File: config.mk
export PLATFORM = sky130hd
export DESIGN_NAME = lsb_stego_payload_extractor_flat
export DESIGN_NICKNAME = d
export VERILOG_FILES = /design/src/design/lse_pkg.sv /design/src/design/lse_if.sv /design/src/design/lse_parser.sv /design/src/design/lsb_stego_payload_extractor.sv /design/src/flat_wrapper.sv
export SDC_FILE = /design/constraint.sdc
export NUM_CORES = 1
export LEC_CHECK = 0
export BUFFER_PORTS_ARGS = -buffer_cell sky130_fd_sc_hd__buf_4
export CAP_MARGIN = 20
export CORE_MARGIN = 3
export CORE_UTILIZATION = 45
export CTS_CLUSTER_SIZE = 12
export DETAILED_ROUTE_END_ITERATION = 16
export PLACE_DENSITY_LB_ADDON = 0.15
export SETUP_SLACK_MARGIN = 0.02
export SLEW_MARGIN = 20
export SYNTH_ARGS = -nofsm -noshare
export SYNTH_HDL_FRONTEND = slang
export SYNTH_SLANG_ARGS = --single-unit
File: constraint.sdc
create_clock -name clk_i -period 8.4 [get_ports clk_i]
set_input_delay 0.42 -clock clk_i [delete_from_list [all_inputs] [get_ports clk_i]]
set_output_delay 0.42 -clock clk_i [all_outputs]
set_load 0.02 [all_outputs]
File: src/design/lse_pkg.sv
// Shared types and constants of the LSB payload extractor.
package lse_pkg;

  localparam int unsigned BYTE_W     = 8;
  localparam int unsigned HDR_WORD_W = 64;
  localparam int unsigned HDR_LEN_W  = 4;
  localparam int unsigned LEN_W      = 27;
  localparam int unsigned POS_W      = 4;
  localparam int unsigned BITPOS_W   = 3;
  localparam int unsigned STATUS_W   = 2;
  localparam int unsigned CFG_DATA_W = 64;
  localparam int unsigned CFG_IDX_W  = 1;

  localparam logic [HDR_LEN_W-1:0] HDR_LEN_RESET = 4'd4;

  typedef enum logic [CFG_IDX_W-1:0] {
    CFG_HEADER_WORD   = 1'd0,
    CFG_HEADER_LENGTH = 1'd1
  } cfg_idx_e;

  typedef enum logic [1:0] {
    PH_HEADER  = 2'd0,
    PH_LENGTH  = 2'd1,
    PH_PAYLOAD = 2'd2,
    PH_DONE    = 2'd3
  } phase_e;

  typedef enum logic [STATUS_W-1:0] {
    ST_DATA        = 2'd0,
    ST_BAD_HEADER  = 2'd1,
    ST_ZERO_LENGTH = 2'd2
  } status_e;

  typedef struct packed {
    logic [BYTE_W-1:0] data_byte;
    status_e           status;
    logic              last;
  } result_t;

endpackage

File: src/design/lse_if.sv
// Stream interfaces for the pixel input and the result output.
interface lse_pixel_if;
  logic                          valid;
  logic                          ready;
  logic [lse_pkg::BYTE_W-1:0]    red_sample;
  logic                          first_pixel;

  modport source (output valid, output red_sample, output first_pixel, input ready);
  modport sink   (input valid, input red_sample, input first_pixel, output ready);
endinterface

interface lse_result_if;
  logic                          valid;
  logic                          ready;
  logic [lse_pkg::BYTE_W-1:0]    data_byte;
  logic [lse_pkg::STATUS_W-1:0]  status;
  logic                          last;

  modport source (output valid, output data_byte, output status, output last, input ready);
  modport sink   (input valid, input data_byte, input status, input last, output ready);
endinterface

File: src/design/lse_parser.sv
// Parse state and per-pixel step logic: header match, length digits, payload.
module lse_parser #(
  parameter int unsigned HEADER_MAX_BYTES  = 8,
  parameter int unsigned LENGTH_MAX_DIGITS = 8
) (
  input  logic                             clk_i,
  input  logic                             rst_ni,
  input  logic                             step_i,
  input  logic                             sample_bit_i,
  input  logic                             first_pixel_i,
  input  logic [lse_pkg::HDR_WORD_W-1:0]   header_word_i,
  input  logic [lse_pkg::HDR_LEN_W-1:0]    header_length_i,
  output logic                             res_valid_o,
  output lse_pkg::result_t                 res_o
);
  import lse_pkg::*;

  logic [BYTE_W-1:0]   gather_q,   gather_d;
  logic [BITPOS_W-1:0] bitpos_q,   bitpos_d;
  phase_e              phase_q,    phase_d;
  logic [POS_W-1:0]    bytepos_q,  bytepos_d;
  logic                hdr_ok_q,   hdr_ok_d;
  logic [LEN_W-1:0]    length_q,   length_d;
  logic [LEN_W-1:0]    left_q,     left_d;

  // Values seen by this pixel: a first pixel starts from the restart state.
  logic [BYTE_W-1:0]   c_gather;
  logic [BITPOS_W-1:0] c_bitpos;
  phase_e              c_phase;
  logic [POS_W-1:0]    c_bytepos;
  logic                c_hdr_ok;
  logic [LEN_W-1:0]    c_length;
  logic [LEN_W-1:0]    c_left;

  logic [HDR_LEN_W-1:0]           eff_len;
  logic [HDR_WORD_W/BYTE_W-1:0][BYTE_W-1:0] hdr_bytes;
  logic [BITPOS_W-1:0]            hdr_idx;
  logic [BYTE_W-1:0]              new_byte;
  logic                           in_range;
  logic                           hdr_ok_n;
  logic                           hdr_end;
  logic                           is_digit;
  logic [LEN_W-1:0]               length_n;
  logic [POS_W-1:0]               digits_n;
  logic [LEN_W-1:0]               left_cur;
  logic                           go_payload;

  always_comb begin
    if (first_pixel_i) begin
      c_gather  = '0;
      c_bitpos  = '0;
      c_phase   = PH_HEADER;
      c_bytepos = '0;
      c_hdr_ok  = 1'b1;
      c_length  = '0;
      c_left    = '0;
    end else begin
      c_gather  = gather_q;
      c_bitpos  = bitpos_q;
      c_phase   = phase_q;
      c_bytepos = bytepos_q;
      c_hdr_ok  = hdr_ok_q;
      c_length  = length_q;
      c_left    = left_q;
    end
  end

  // Header length clamped to the supported range.
  always_comb begin
    if (header_length_i == '0) begin
      eff_len = HDR_LEN_W'(1);
    end else if (header_length_i > HDR_LEN_W'(HEADER_MAX_BYTES)) begin
      eff_len = HDR_LEN_W'(HEADER_MAX_BYTES);
    end else begin
      eff_len = header_length_i;
    end
  end

  assign hdr_bytes = header_word_i;
  assign new_byte  = {c_gather[BYTE_W-2:0], sample_bit_i};
  assign in_range  = c_bytepos < eff_len;
  assign hdr_idx   = BITPOS_W'(eff_len - HDR_LEN_W'(1) - c_bytepos);
  assign hdr_ok_n  = c_hdr_ok & in_range & (new_byte == hdr_bytes[hdr_idx]);
  assign hdr_end   = ({1'b0, c_bytepos} + 5'd1) >= {1'b0, eff_len};
  assign is_digit  = (new_byte >= 8'h30) && (new_byte <= 8'h39)
                     && (c_bytepos < POS_W'(LENGTH_MAX_DIGITS));
  // Decimal accumulate: ten times the length plus the digit, kept to 27 bits.
  assign length_n  = (c_length << 3) + (c_length << 1) + LEN_W'(new_byte[3:0]);
  assign digits_n  = c_bytepos + POS_W'(1);

  always_comb begin
    gather_d    = c_gather;
    bitpos_d    = c_bitpos;
    phase_d     = c_phase;
    bytepos_d   = c_bytepos;
    hdr_ok_d    = c_hdr_ok;
    length_d    = c_length;
    left_d      = c_left;
    res_valid_o = 1'b0;
    res_o       = '{data_byte: '0, status: ST_DATA, last: 1'b0};
    left_cur    = c_left;
    go_payload  = 1'b0;

    if (c_phase != PH_DONE) begin
      if (c_bitpos != '1) begin
        gather_d = new_byte;
        bitpos_d = c_bitpos + BITPOS_W'(1);
      end else begin
        gather_d = '0;
        bitpos_d = '0;
        case (c_phase)
          PH_HEADER: begin
            hdr_ok_d = hdr_ok_n;
            if (hdr_end) begin
              if (hdr_ok_n) begin
                phase_d   = PH_LENGTH;
                bytepos_d = '0;
                length_d  = '0;
              end else begin
                phase_d     = PH_DONE;
                res_valid_o = 1'b1;
                res_o       = '{data_byte: '0, status: ST_BAD_HEADER, last: 1'b1};
              end
            end else begin
              bytepos_d = c_bytepos + POS_W'(1);
            end
          end
          PH_LENGTH: begin
            if (is_digit) begin
              length_d  = length_n;
              bytepos_d = digits_n;
              if (digits_n >= POS_W'(LENGTH_MAX_DIGITS)) begin
                if (length_n == '0) begin
                  phase_d     = PH_DONE;
                  res_valid_o = 1'b1;
                  res_o       = '{data_byte: '0, status: ST_ZERO_LENGTH, last: 1'b1};
                end else begin
                  phase_d = PH_PAYLOAD;
                  left_d  = length_n;
                end
              end
            end else if (c_length == '0) begin
              phase_d     = PH_DONE;
              res_valid_o = 1'b1;
              res_o       = '{data_byte: '0, status: ST_ZERO_LENGTH, last: 1'b1};
            end else begin
              // The byte that ends the digit run is the first payload byte.
              left_cur   = c_length;
              go_payload = 1'b1;
            end
          end
          PH_PAYLOAD: begin
            go_payload = 1'b1;
          end
          default: begin
          end
        endcase

        if (go_payload) begin
          if (left_cur == '0) begin
            phase_d = PH_DONE;
            left_d  = '0;
          end else begin
            phase_d     = (left_cur == LEN_W'(1)) ? PH_DONE : PH_PAYLOAD;
            left_d      = left_cur - LEN_W'(1);
            res_valid_o = 1'b1;
            res_o       = '{data_byte: new_byte, status: ST_DATA,
                            last: (left_cur == LEN_W'(1))};
          end
        end
      end
    end
  end

  always_ff @(posedge clk_i or negedge rst_ni) begin
    if (!rst_ni) begin
      gather_q  <= '0;
      bitpos_q  <= '0;
      phase_q   <= PH_HEADER;
      bytepos_q <= '0;
      hdr_ok_q  <= 1'b1;
      length_q  <= '0;
      left_q    <= '0;
    end else if (step_i) begin
      gather_q  <= gather_d;
      bitpos_q  <= bitpos_d;
      phase_q   <= phase_d;
      bytepos_q <= bytepos_d;
      hdr_ok_q  <= hdr_ok_d;
      length_q  <= length_d;
      left_q    <= left_d;
    end
  end

`ifndef SYNTHESIS
  // Once finished, only a first pixel can leave the done phase.
  a_done_sticky: assert property (@(posedge clk_i) disable iff (!rst_ni)
    (phase_q == PH_DONE && !(step_i && first_pixel_i)) |=> (phase_q == PH_DONE))
    else $error("parser left the done phase without a first pixel");

  // A result can only come from the pixel that completes a byte.
  a_result_on_byte: assert property (@(posedge clk_i) disable iff (!rst_ni)
    (step_i && res_valid_o) |-> (c_bitpos == '1))
    else $error("result produced in the middle of a byte");
`endif

endmodule

File: src/design/lsb_stego_payload_extractor.sv
// Top level of the LSB payload extractor: input stage, parser, output register.
// A result reaches res_o through the input register, where its pixel waits, and the
// output register, which the parser step for that pixel writes.
// Throughput: one pixel per cycle unless the result port stalls, one parser step per clock.
// A stalled result port holds the output register and, one pixel later, the input.
// Reset (rst_ni, asynchronous, active low) clears both stages, restarts parsing
// and returns header_word to zero and header_length to four.
module lsb_stego_payload_extractor #(
  parameter int unsigned HEADER_MAX_BYTES  = 8,
  parameter int unsigned LENGTH_MAX_DIGITS = 8
) (
  input  logic                             clk_i,
  input  logic                             rst_ni,
  lse_pixel_if.sink                        pix_i,
  lse_result_if.source                     res_o,
  input  logic                             cfg_we_i,
  input  logic [lse_pkg::CFG_IDX_W-1:0]    cfg_idx_i,
  input  logic [lse_pkg::CFG_DATA_W-1:0]   cfg_data_i
);
  import lse_pkg::*;

  // Configuration registers.
  logic [HDR_WORD_W-1:0] header_word_q;
  logic [HDR_LEN_W-1:0]  header_length_q;

  // Input stage: only bit 0 of the red value and the first-pixel flag matter.
  logic    s1_valid_q, s1_valid_d;
  logic    s1_bit_q;
  logic    s1_first_q;

  // Output register.
  logic    out_valid_q, out_valid_d;
  result_t out_q;

  logic    out_free;
  logic    s1_adv;
  logic    pix_accept;
  logic    res_valid;
  result_t res;

  // The output register is free when empty or being read this cycle; the
  // input stage moves on whenever it is.
  assign out_free   = !out_valid_q || res_o.ready;
  assign s1_adv     = s1_valid_q && out_free;
  assign pix_i.ready = !s1_valid_q || out_free;
  assign pix_accept = pix_i.valid && pix_i.ready;

  always_comb begin
    s1_valid_d = s1_valid_q;
    if (pix_accept) begin
      s1_valid_d = 1'b1;
    end else if (s1_adv) begin
      s1_valid_d = 1'b0;
    end
  end

  always_comb begin
    out_valid_d = out_valid_q;
    if (out_free) begin
      out_valid_d = s1_adv && res_valid;
    end
  end

  always_ff @(posedge clk_i or negedge rst_ni) begin
    if (!rst_ni) begin
      s1_valid_q  <= 1'b0;
      out_valid_q <= 1'b0;
    end else begin
      s1_valid_q  <= s1_valid_d;
      out_valid_q <= out_valid_d;
    end
  end

  always_ff @(posedge clk_i) begin
    if (pix_accept) begin
      s1_bit_q   <= pix_i.red_sample[0];
      s1_first_q <= pix_i.first_pixel;
    end
    if (s1_adv && res_valid) begin
      out_q <= res;
    end
  end

  // Configuration writes take effect on the next clock.
  always_ff @(posedge clk_i or negedge rst_ni) begin
    if (!rst_ni) begin
      header_word_q   <= '0;
      header_length_q <= HDR_LEN_RESET;
    end else if (cfg_we_i) begin
      case (cfg_idx_e'(cfg_idx_i))
        CFG_HEADER_WORD:   header_word_q   <= cfg_data_i;
        CFG_HEADER_LENGTH: header_length_q <= cfg_data_i[HDR_LEN_W-1:0];
        default: begin
        end
      endcase
    end
  end

  lse_parser #(
    .HEADER_MAX_BYTES  (HEADER_MAX_BYTES),
    .LENGTH_MAX_DIGITS (LENGTH_MAX_DIGITS)
  ) u_parser (
    .clk_i           (clk_i),
    .rst_ni          (rst_ni),
    .step_i          (s1_adv),
    .sample_bit_i    (s1_bit_q),
    .first_pixel_i   (s1_first_q),
    .header_word_i   (header_word_q),
    .header_length_i (header_length_q),
    .res_valid_o     (res_valid),
    .res_o           (res)
  );

  assign res_o.valid     = out_valid_q;
  assign res_o.data_byte = out_q.data_byte;
  assign res_o.status    = out_q.status;
  assign res_o.last      = out_q.last;

`ifndef SYNTHESIS
  // Error results always close the stream and carry a zero byte.
  a_error_shape: assert property (@(posedge clk_i) disable iff (!rst_ni)
    (out_valid_q && out_q.status != ST_DATA) |-> (out_q.last && out_q.data_byte == '0))
    else $error("error result without last or with non-zero data");

  // The pixel port only stalls while the input stage holds a pixel.
  a_stall_has_cause: assert property (@(posedge clk_i) disable iff (!rst_ni)
    !pix_i.ready |-> (s1_valid_q && out_valid_q && !res_o.ready))
    else $error("pixel port stalled without a held pixel");

  // A stalled result is never overwritten by a parser step.
  a_no_overwrite: assert property (@(posedge clk_i) disable iff (!rst_ni)
    (out_valid_q && !res_o.ready) |-> !s1_adv)
    else $error("parser stepped while the output register was blocked");
`endif

endmodule

File: src/flat_wrapper.sv
// flat-port wrapper written by rule: the top's interface ports become plain ports
module lsb_stego_payload_extractor_flat import lse_pkg::*;
#(
  parameter int unsigned HEADER_MAX_BYTES  = 8,
  parameter int unsigned LENGTH_MAX_DIGITS = 8
)
  (clk_i, rst_ni, cfg_we_i, cfg_idx_i, cfg_data_i, pix_i_valid, pix_i_red_sample, pix_i_first_pixel, pix_i_ready, res_o_valid, res_o_data_byte, res_o_status, res_o_last, res_o_ready);
  lse_pixel_if pix_i_i ();
  lse_result_if res_o_i ();
  input  logic clk_i;
  input  logic rst_ni;
  input  logic cfg_we_i;
  input  logic [lse_pkg::CFG_IDX_W-1:0] cfg_idx_i;
  input  logic [lse_pkg::CFG_DATA_W-1:0] cfg_data_i;
  input wire logic [$bits(pix_i_i.valid)-1:0] pix_i_valid;
  input wire logic [$bits(pix_i_i.red_sample)-1:0] pix_i_red_sample;
  input wire logic [$bits(pix_i_i.first_pixel)-1:0] pix_i_first_pixel;
  output wire logic [$bits(pix_i_i.ready)-1:0] pix_i_ready;
  output wire logic [$bits(res_o_i.valid)-1:0] res_o_valid;
  output wire logic [$bits(res_o_i.data_byte)-1:0] res_o_data_byte;
  output wire logic [$bits(res_o_i.status)-1:0] res_o_status;
  output wire logic [$bits(res_o_i.last)-1:0] res_o_last;
  input wire logic [$bits(res_o_i.ready)-1:0] res_o_ready;
  assign pix_i_i.valid = pix_i_valid;
  assign pix_i_i.red_sample = pix_i_red_sample;
  assign pix_i_i.first_pixel = pix_i_first_pixel;
  assign pix_i_ready = pix_i_i.ready;
  assign res_o_valid = res_o_i.valid;
  assign res_o_data_byte = res_o_i.data_byte;
  assign res_o_status = res_o_i.status;
  assign res_o_last = res_o_i.last;
  assign res_o_i.ready = res_o_ready;
  lsb_stego_payload_extractor #(.HEADER_MAX_BYTES(HEADER_MAX_BYTES), .LENGTH_MAX_DIGITS(LENGTH_MAX_DIGITS)) u_core (.clk_i(clk_i), .rst_ni(rst_ni), .pix_i(pix_i_i), .res_o(res_o_i), .cfg_we_i(cfg_we_i), .cfg_idx_i(cfg_idx_i), .cfg_data_i(cfg_data_i));
endmodule
==> metrics.md <==
| Metric | Value |
|---|---|
| Status | finished clean |
| Simple-gate portion of the synthesized area | 19.5% |
| Compound-Gate Fraction of Synth Area | 17.6% |
| Unrepaired setup endpoints after global routing | false |
| Die width | 162 um |
| Leading post-synthesis cells by instance count | dfrtp_1 (139), nand2_1 (119), nor2_1 (102) |
| Die area | 0.0264 sq mm |
| Maximum clock rate | 0.160 GHz |
| Initial antenna violation count | 0 |
| Critical Path RT | 8760 ps |
| CTS root buf | clkbuf_16 |
| Top-area cell type share of the netlist area | 31.6% |
| Post-synth EDFFs | 13 |
| DRC errors left | 0 |
| Mapped Cells | 1160 |
| Average cell area after synthesis | 9.50 sq um |
| Via/cell ratio | 6.06 |
| Ys flop type | dfrtp_1 |
| DR pass1 iterations | 5 |
| Fillcell total | 2163 |
| CTS clk-pin slew, worst paths | 70 ps |
| Arr. time, crit path | 6600 ps |
| Setup TNS | 0 ps |
| Largest family of logic cells by synthesized area | simple AND/OR/NAND/NOR gates |
| I/O Pins | 92 |
| Global route hottest layer | met1 |
| ANT nets after route | 0 |
| Relative slew slack | 26.3% |
| Tmin final | 6230 ps |
| Crit-path max FO | 24 |
| Synth cell types | 92 |
| Mux cell area share after synthesis | 12.7% |
| PD cells | 159 mW/mm^2 |
| Chip Height | 162 um |
| Seq/Total Area, Yosys | 35.6% |
| Via Count | 9392 |
| H-tree Lvls | 4 |
| GRT Total Usage | 24.2% |
| Nets | 1363 |
| Setup crit start kind | flip-flop |
| # setup viols final | 0 |
| Clk_skew | 17.6 ps |
| Met1 usage | 36.8% |
| Most frequent cell after synthesis | dfrtp_1 |
| Hold_ws | 163 ps |
| Fin crit share | 74.2% |
| Sink Count | 154 |
| Dpl ws | 2340 ps |
| Layout area overhead | 13.3% |
| First-pass GRT wire length | 50700 um |
| Final Slew Violations | 0 |
| GR Overflow Total | 0 |
| Leakage | 5.55 nW |
| Net Count, Synth | 1305 |
| Final Hold Viols | 0 |
| GRT met2 Usage | 35.6% |
| Hold WC Path Type | input pin to flip-flop |
| TritonCTS Buffers | 17 |
| #FFs+latches synth | 154 |
| Number of global-route vias before repair | 9163 |
| Clk_lat worst skew | 440 ps |
| VDD IR max | 0.142 mV |
| Max Cap Viol | 0 |
| Ys Warns | 0 |
| TritonCTS clock tree | built |
| Synth Area in XOR/XNOR | 3.80% |
| Post-Route WL | 31600 um |
| Adder-Cell Fraction of Synth Area | 7.63% |
| Async S/R FF share, synth | 91.6% |
| Worst-Margin Slew | 1090 ps |
| Share of layout cells above drive strength 1 | 20.1% |
| Largest net degree at the start of global routing | 80 |
| CTS Buffer Depth | 2 |
| Critical path capture point type | flip-flop |
| Initial Util | 46.4% |
| Row count | 56 |
| DP HPWL | 23200 um |
| Core area | 0.0238 sq mm |
| Dominant cells by area after synthesis | dfrtp_1 (32%), ha_1 (7.3%), mux2_2 (7.1%) |
| Mapped Area | 0.0110 sq mm |
| Port bufs | 84 |
| Drt wl/cell | 20.4 um |
| Worst setup margin | 2170 ps |
| DRT iter0 DRCs | 717 |
| Setup CP Type | flip-flop to flip-flop |
| Synth area leader | dfrtp_1 |
| GR Util met3 | 4.45% |
| Gp weighted congestion | 0.910 |
| Inserted Diodes | 0 |
[critical path, stage by stage, from the launching register on]
cell      delay [ps]
edfxtp_1         610
buf_4            360
nor2b_1          120
ha_1             290
ha_1             200
inv_1             80
fa_1             450
nand2b_1         200
a21oi_1          340
nor2_1           120
xnor2_1          230
or4_1            560
nor4_1           490
nand4b_1         350
o21ai_1          890
a41o_2           620
a221o_1          230
[flip-flops by register name (all words and copies together), names as in the netlist, 3 cells and up]
register and count:
u_core.header_length_q 4, u_core.header_word_q 64, u_core.res_o.data_byte 8, u_core.u_parser.bitpos_q 3
u_core.u_parser.bytepos_q 4, u_core.u_parser.gather_q 7, u_core.u_parser.left_q 27, u_core.u_parser.length_q 27
[cell type report]
cell class              instances  area, sq um  area share [%]
clock buffers                  17          425            3.41
clock inverters                15          164            1.31
inverters                      19         71.3           0.571
multi-input cells             928         6760            54.2
flip-flops and latches        154         3920            31.4
well taps                     319          399            3.20
repair buffers                 98          742            5.94
[cell families (layout without fill, tap and decap cells)]
logic type                 after synthesis  after routing
DFF                                    154            154
and+or+nand+nor                        429            429
xor gates and xnor gates                47             47
AOI/OAI and AO/OA                      278            278
buffers and inverters                   78            149
muxes                                  108            108
adders and majority gates               66             66
[worst paths after layout]
| check | from | to | slack [ps] | cells after the start |
|---|---|---|---|---|
| hold / removal | pix_i_red_sample[0] | u_core.s1_bit_q | 160 | 1 |
| min in group asynchronous | rst_ni | u_core.u_parser.length_q[23] | 540 | 2 |
| hold reg to reg | u_core.header_word_q[20] | u_core.header_word_q[20] | 500 | 1 |
| setup / recovery | u_core.s1_first_q | u_core.u_parser.left_q[0] | 2170 | 16 |
| setup reg to reg | u_core.s1_first_q | u_core.u_parser.left_q[0] | 2170 | 16 |
| max in group asynchronous | rst_ni | u_core.header_word_q[3] | 6400 | 3 |
[metrics by stage]
| stage | area [sq um] | util [%] | power (mW) | instances |
|---|---|---|---|---|
| after floorplan | 11000 | - | 1.10 | 1160 |
| after global placement | 11900 | 50.0 | 1.21 | 1517 |
| after detailed placement | 11900 | 50.0 | 1.22 | 1517 |
| after CTS | 12500 | 52.6 | 2.00 | 1550 |
| after global routing | 12500 | 52.6 | 2.07 | 1550 |
| final | 12500 | 52.6 | 1.99 | 1550 |
[per-layer routing]
metal | part of all wire (%) | up-vias
li1 | - | 4414
met1 | 47 | 4582
met2 | 44 | 353
met3 | 7.0 | 43
met4 | 1.9 | 0
met5 | 0 | -
[report_power, final]
part / switching [mW] / internal [mW] / total [mW] / leakage [nW]
Combinational: 0.181 / 0.186 / 0.367 / 3.35
Clock: 0.380 / 0.402 / 0.782 / 0.293
Sequential: 0.0330 / 0.805 / 0.838 / 1.90
Total: 0.593 / 1.39 / 1.99 / 5.55
[placed cells by master (no fill, tap or decap), types with 8 or more instances in the layout]
| cell type | Yosys | routed |
|---|---|---|
| mux2_2 | 69 | 69 |
| nand2b_1 | 11 | 11 |
| nand2_1 | 119 | 119 |
| and3_1 | 20 | 20 |
| a211oi_1 | 10 | 10 |
| nand3_1 | 24 | 24 |
| clkbuf_16 | 0 | 17 |
| mux4_2 | 16 | 16 |
| nor4_1 | 13 | 13 |
| nor2b_1 | 41 | 40 |
| nand4_1 | 8 | 8 |
| mux2i_1 | 20 | 20 |
| o21ai_0 | 55 | 55 |
| nor3_1 | 39 | 38 |
| ha_1 | 64 | 63 |
| buf_4 | 3 | 96 |
| xor2_1 | 11 | 11 |
| inv_1 | 19 | 19 |
| dfrtp_1 | 139 | 139 |
| a21o_1 | 9 | 9 |
| a221o_1 | 16 | 16 |
| a21oi_1 | 72 | 72 |
| inv_8 | 0 | 8 |
| a22o_1 | 26 | 26 |
| and2_1 | 14 | 14 |
| nor2_1 | 102 | 102 |
| xnor2_1 | 35 | 35 |
| edfxtp_1 | 13 | 13 |
[timing repair]
| action | CTS | global route |
|---|---|---|
| endpoints found under the setup margin | 0 | 0 |
| hold buffers | 1 | 0 |
| endpoints found under the hold margin | 11 | 0 |
| resized for setup | 0 | 0 |
| buffers inserted | 0 | 0 |
Note: power is estimated with default switching activity, not from simulation.
